`src/hdl/ssci_pkg.sv`:
```
// ----------------------------------------------------------------------------
// ssci_pkg
// Shared constants, operand tables and types of the segment / circle test.
// ----------------------------------------------------------------------------
package ssci_pkg;

	localparam int COORD_WIDTH_DEF = 20;

	// coordinate inputs
	localparam int NCOORD = 10;
	localparam int C_S0X = 0;
	localparam int C_S0Y = 1;
	localparam int C_S1X = 2;
	localparam int C_S1Y = 3;
	localparam int C_CX  = 4;
	localparam int C_CY  = 5;
	localparam int C_PX  = 6;
	localparam int C_PY  = 7;
	localparam int C_QX  = 8;
	localparam int C_QY  = 9;

	// first-stage differences
	localparam int NDIFF  = 18;
	localparam int D_MX   = 0;
	localparam int D_MY   = 1;
	localparam int D_S0PX = 2;
	localparam int D_S0PY = 3;
	localparam int D_S1PX = 4;
	localparam int D_S1PY = 5;
	localparam int D_SX   = 6;
	localparam int D_SY   = 7;
	localparam int D_PS0X = 8;
	localparam int D_PS0Y = 9;
	localparam int D_QS0X = 10;
	localparam int D_QS0Y = 11;
	localparam int D_S0CX = 12;
	localparam int D_S0CY = 13;
	localparam int D_S1CX = 14;
	localparam int D_S1CY = 15;
	localparam int D_EX   = 16;
	localparam int D_EY   = 17;

	localparam int DIFF_PLUS [NDIFF] = '{
		C_QX, C_QY, C_S0X, C_S0Y, C_S1X, C_S1Y, C_S1X, C_S1Y, C_PX,
		C_PY, C_QX, C_QY, C_S0X, C_S0Y, C_S1X, C_S1Y, C_CX, C_CY};
	localparam int DIFF_MINUS [NDIFF] = '{
		C_PX, C_PY, C_PX, C_PY, C_PX, C_PY, C_S0X, C_S0Y, C_S0X,
		C_S0Y, C_S0X, C_S0Y, C_CX, C_CY, C_CX, C_CY, C_S0X, C_S0Y};

	// second-stage products
	localparam int NPROD = 18;
	localparam int P_A1L = 0;
	localparam int P_A1R = 1;
	localparam int P_A2L = 2;
	localparam int P_A2R = 3;
	localparam int P_B1L = 4;
	localparam int P_B1R = 5;
	localparam int P_B2L = 6;
	localparam int P_B2R = 7;
	localparam int P_E0X = 8;
	localparam int P_E0Y = 9;
	localparam int P_E1X = 10;
	localparam int P_E1Y = 11;
	localparam int P_LX  = 12;
	localparam int P_LY  = 13;
	localparam int P_IX  = 14;
	localparam int P_IY  = 15;
	localparam int P_CL  = 16;
	localparam int P_CR  = 17;

	localparam int PROD_A [NPROD] = '{
		D_MX, D_MY, D_MX, D_MY, D_SX, D_SY, D_SX, D_SY, D_S0CX,
		D_S0CY, D_S1CX, D_S1CY, D_SX, D_SY, D_SX, D_SY, D_SX, D_SY};
	localparam int PROD_B [NPROD] = '{
		D_S0PY, D_S0PX, D_S1PY, D_S1PX, D_PS0Y, D_PS0X, D_QS0Y, D_QS0X, D_S0CX,
		D_S0CY, D_S1CX, D_S1CY, D_SX, D_SY, D_EX, D_EY, D_EY, D_EX};

	typedef enum logic [1:0] {
		CAUSE_NONE = 2'd0,
		CAUSE_PATH = 2'd1,
		CAUSE_END  = 2'd2,
		CAUSE_PROJ = 2'd3
	} cause_t;

	// per-stage load strobes
	typedef struct packed {
		logic s1;
		logic s2;
		logic s3;
		logic s4;
		logic s5;
		logic s6;
	} stage_ld_t;

	// test outcomes, already gated by the enable
	typedef struct packed {
		logic path;
		logic endp;
		logic proj;
	} test_flags_t;

endpackage

```
`src/hdl/ssci_tests.sv`:
```
// ----------------------------------------------------------------------------
// ssci_tests
// Stage 3: cross/dot sums, path and endpoint decisions, projection window.
// ----------------------------------------------------------------------------
module ssci_tests #(
	parameter int COORD_WIDTH = ssci_pkg::COORD_WIDTH_DEF
) (
	input  logic                            clk,
	input  ssci_pkg::stage_ld_t             ld,
	input  logic signed [2*COORD_WIDTH+1:0] prod_s2 [ssci_pkg::NPROD],
	input  logic [2*COORD_WIDTH-3:0]        r2_s2,
	input  logic                            en_s2,
	output ssci_pkg::test_flags_t           flags_s3,
	output logic [2*COORD_WIDTH:0]          crabs_s3,
	output logic [2*COORD_WIDTH:0]          len2_s3,
	output logic [2*COORD_WIDTH-3:0]        r2_s3
);

	localparam int PW  = 2 * COORD_WIDTH + 2;
	localparam int SW  = PW + 1;
	localparam int CW  = 2 * COORD_WIDTH + 1;
	localparam int R2W = 2 * COORD_WIDTH - 2;

	function automatic logic signed [SW-1:0] ext(input logic signed [PW-1:0] p);
		return $signed({p[PW-1], p});
	endfunction

	logic signed [SW-1:0] a1, a2, b1, b2;
	logic signed [SW-1:0] dist0, dist1, r2x;
	logic signed [SW-1:0] len2, inner, cr, crmag;
	logic signed [SW:0]   gap;
	ssci_pkg::test_flags_t flags_c;

	always_comb begin
		a1 = ext(prod_s2[ssci_pkg::P_A1L]) - ext(prod_s2[ssci_pkg::P_A1R]);
		a2 = ext(prod_s2[ssci_pkg::P_A2L]) - ext(prod_s2[ssci_pkg::P_A2R]);
		b1 = ext(prod_s2[ssci_pkg::P_B1L]) - ext(prod_s2[ssci_pkg::P_B1R]);
		b2 = ext(prod_s2[ssci_pkg::P_B2L]) - ext(prod_s2[ssci_pkg::P_B2R]);

		dist0 = ext(prod_s2[ssci_pkg::P_E0X]) + ext(prod_s2[ssci_pkg::P_E0Y]);
		dist1 = ext(prod_s2[ssci_pkg::P_E1X]) + ext(prod_s2[ssci_pkg::P_E1Y]);
		r2x   = $signed({{(SW - R2W){1'b0}}, r2_s2});

		len2  = ext(prod_s2[ssci_pkg::P_LX]) + ext(prod_s2[ssci_pkg::P_LY]);
		inner = ext(prod_s2[ssci_pkg::P_IX]) + ext(prod_s2[ssci_pkg::P_IY]);
		gap   = $signed({len2[SW-1], len2}) - $signed({inner[SW-1], inner});

		cr    = ext(prod_s2[ssci_pkg::P_CL]) - ext(prod_s2[ssci_pkg::P_CR]);
		crmag = cr[SW-1] ? -cr : cr;

		// segment endpoints straddle or touch the path line, and the path
		// endpoints lie strictly on opposite sides of the segment line
		flags_c.path = en_s2 &&
			(a1 == '0 || a2 == '0 || a1[SW-1] != a2[SW-1]) &&
			(b1 != '0 && b2 != '0 && b1[SW-1] != b2[SW-1]);
		flags_c.endp = en_s2 && (dist0 < r2x || dist1 < r2x);
		// zero-length segment never passes
		flags_c.proj = en_s2 && len2 != '0 && !inner[SW-1] && !gap[SW];
	end

	always_ff @(posedge clk) begin
		if (ld.s3) begin
			flags_s3 <= flags_c;
			crabs_s3 <= crmag[CW-1:0];
			len2_s3  <= len2[CW-1:0];
			r2_s3    <= r2_s2;
		end
	end

endmodule

```
`config.mk`:
```
export PLATFORM = sky130hd
export DESIGN_NAME = ssci_tests
export DESIGN_NICKNAME = d
export VERILOG_FILES = /design/src/hdl/ssci_pkg.sv /design/src/hdl/ssci_tests.sv
export SDC_FILE = /design/constraint.sdc
export NUM_CORES = 1
export LEC_CHECK = 0
export ABC_AREA = 0
export BUFFER_PORTS_ARGS = -buffer_cell sky130_fd_sc_hd__buf_2
export CORE_AREA = 2 2 362 364
export DETAILED_ROUTE_END_ITERATION = 8
export DIE_AREA = 0 0 364 366
export GPL_ROUTABILITY_DRIVEN = 0
export PLACE_DENSITY = 0.49
export SLEW_MARGIN = 10
export SYNTH_ARGS = -nofsm -noshare
export SYNTH_HDL_FRONTEND = slang
export SYNTH_SLANG_ARGS = --single-unit
```
`constraint.sdc`:
```
create_clock -name clk -period 13.2 [get_ports clk]
set_input_delay 1.98 -clock clk [delete_from_list [all_inputs] [get_ports clk]]
set_output_delay 1.98 -clock clk [all_outputs]
set_load 0.01 [all_outputs]
```
==> summary.md <==
| Metric | Value |
|---|---|
| Htree depth | `4` |
| Combinational share of power | `62.9%` |
| Vias per cell | `5.04` |
| Post-cts sizing count | `0` |
| Postcts setup bufs | `0` |
| Final worst-path cycle share | `60.5%` |
| Number of hold buffers added after CTS | `0` |
| Synthesized area per cell | `7.62 um2` |
| Fillers | `14300` |
| Fin area | `35300 um2` |
| Sink Count | `123` |
| Total CTS buffers | `17` |
| Leak Pwr | `17.1 nW` |
| Antenna Violating Nets Remaining | `0` |
| DP Wirelength | `121000 um` |
| Shortest period the worst path allows | `7.98 ns` |
| Placement Rows | `132` |
| Starting Density | `21.8%` |
| Area share of the largest cell type after synthesis | `22.0%` |
| Switch Pwr | `1.32 mW` |
| Largest net degree at the start of global routing | `76` |
| CTS tree | `done` |
| Commonest non-fill, non-tap cell in the layout | `buf_2` |
| Final Setup Violations | `0` |
| Wire per inst | `21.7 um` |
| Worst slew pin tran | `1.10 ns` |
| Number of port buffers | `919` |
| Setup crit start kind | `primary input` |
| Buffers & Inverters on Critical Path | `3` |
| Final net count | `5861` |
| DRT Pass-1 Iters | `5` |
| GR Util All Layers | `19.7%` |
| CP max-delay cell | `o21ai_0` |
| Sequential Power Share | `18.7%` |
| Net Count, Synth | `4990` |
| CTS Root Cell | `clkbuf_16` |
| Via count | `31900` |
| Clk slew on worst S/H paths | `0.08 ns` |
| Initial DRC count | `2380` |
| Worst setup path category | `in2reg` |
| Fraction of registers with async set/reset | `0%` |
| Normalized max-slew margin | `26.1%` |
| Max Clock Freq | `125 MHz` |
| Mapped Area | `28100 um2` |
| Max IR drop VDD | `0.0000969 V` |
| Hold path startpoint | `r2_s2[10]` |
| Max Slew Vio Count | `0` |
| RSZ-0062 raised after global routing | `no` |
| Hold Crit Class | `in2reg` |
| Cell Pwr Density | `80.4 nW/um2` |
| FF+latch count, synth | `123` |
| Top delay family on crit path | `compound AO/OA/AOI/OAI gates` |
| Endpoint class of the critical path | `register` |
| YS warnings | `0` |
| Initial antenna violation count | `38` |
| Placed Area | `34700 um2` |
| Maximum root-to-sink buffer count | `2` |
| Register area share after synthesis | `13.1%` |
| Crit path max fanout | `4` |
| Cells on Worst Hold Path | `1` |
| Main synth FF type | `edfxtp_1` |
| Worst path max stage delay | `0.46 ns` |
| Max_cap viols | `0` |
| CP arrival | `8.35 ns` |
| Sequential Area | `3690 um2` |
| Area leader, netlist | `ha_1` |
| Multi-input gate area | `22800 um2` |
| Layout Utilization | `27.4%` |
| CP required | `13.57 ns` |
| Vias in the first global route | `30600` |
| Die area | `133000 um2` |
| Number of synthesized flops with an enable pin | `123` |
| Clock power share | `18.4%` |
| Post-Route WL | `138000 um` |
| Placeable core region | `129000 um2` |
| Int Pwr | `1.52 mW` |
| Final hold viol count | `0` |
| Hold path endpoint | `r2_s3[10]` |
| Grt total ovfl | `0` |
| Post-Synthesis Cells | `3688` |
| Final TNS setup | `0 ns` |
| Vert. Die Dim | `366 um` |
| Die W | `364 um` |
| Leading post-synthesis cells by cell area | `ha_1 22%, edfxtp_1 13%, a21oi_1 6.2%` |
| Syn-to-layout area delta | `25.7%` |
| IO Pins | `925` |
| Distinct cells, synth | `99` |
| Proportion of layout cells with a drive suffix above 1 | `22.4%` |
| Sw Share | `46.5%` |
| Most frequent cells in the layout | `918 x buf_2, 495 x ha_1, 354 x inv_1, 346 x a21oi_1, 249 x nand2_1` |
| Detailed-route DRC error count | `0` |
| First-pass GRT wire length | `197000 um` |
| Status | `completed` |
-- power by group through the flow --
stage / registers [mW] / clock network (mW) / logic (mW)
2_1_floorplan: 0.575 / 0 / 1.10
3_3_place_gp: 0.540 / 0 / 1.76
3_5_place_dp: 0.540 / 0 / 1.76
4_1_cts: 0.532 / 0.549 / 1.78
5_1_grt: 0.537 / 0.558 / 1.97
6_report: 0.531 / 0.522 / 1.79
-- stage by stage --
step / worst slack, ns / std cells / hold slack, ns / total power, mW
after floorplan: 6.54 / 3688 / 2.08 / 1.67
after global placement: 4.95 / 6282 / 2.17 / 2.29
after detailed placement: 4.95 / 6282 / 2.18 / 2.30
after CTS: 5.47 / 6313 / 1.61 / 2.86
after global routing: 4.86 / 6327 / 1.64 / 3.06
final: 5.22 / 6333 / 1.67 / 2.84
-- metal layers --
| layer | wire (um) | GRT usage (%) | vias up |
|---|---|---|---|
| met1 | 61100 | 25.6 | 14900 |
| met2 | 63000 | 32.6 | 1213 |
| met3 | 8480 | 3.25 | 181 |
| li1 | - | - | 15600 |
| met4 | 4810 | 7.23 | 26 |
| met5 | 163 | 0 | - |
-- synthesized netlist by cell type, drive strengths merged (16+ instances only) --
cell,number
a2111oi,24
a211o,21
a211oi,51
a21boi,16
a21o,181
a21oi,346
a31oi,53
and2,25
and3,53
clkbuf,66
edfxtp,123
ha,495
inv,354
mux2i,18
nand2,249
nand2b,63
nand3,88
nand4,72
nor2,237
nor2b,48
nor3,76
nor3b,18
nor4,33
o2111ai,22
o211ai,39
o21a,64
o21ai,233
o21bai,41
o31ai,25
or2,20
or3,23
or4,16
xnor2,177
xor2,97
-- final cells by class --
cell class              instances  share of cell area, %
flip-flops and latches        123                   10.5
repair buffers                928                   13.2
clock buffers                  17                   1.20
inverters                     354                   3.76
diodes                         20                  0.142
clock inverters                14                  0.468
multi-input cells            3135                   64.6
well taps                    1742                   6.17
-- worst max path at each step --
stage | start | end | slack [ns] | cells past startpoint
finish | prod_s2[340] | flags_s3[1] | 5.22 | 26
global route | prod_s2[340] | flags_s3[1] | 4.86 | 26
CTS | prod_s2[336] | flags_s3[1] | 5.47 | 27
global placement | prod_s2[336] | flags_s3[1] | 4.95 | 27
floorplan | prod_s2[336] | flags_s3[1] | 6.54 | 24
detailed placement | prod_s2[336] | flags_s3[1] | 4.95 | 27
-- registers in the layout, indices dropped and copies added, names as in the netlist --
| register | count |
|---|---|
| crabs_s3 | 41 |
| flags_s3 | 3 |
| len2_s3 | 41 |
| r2_s3 | 38 |
-- kinds of logic after synthesis --
family,after synthesis,synth area share [%]
xor+xnor,274,8.54
compound gates,1271,30.0
simple gates,1070,19.4
flops,123,13.1
buf+inv,430,5.79
mux,20,0.735
fa+ha+maj,500,22.4
(Power assumes the default switching activity.)
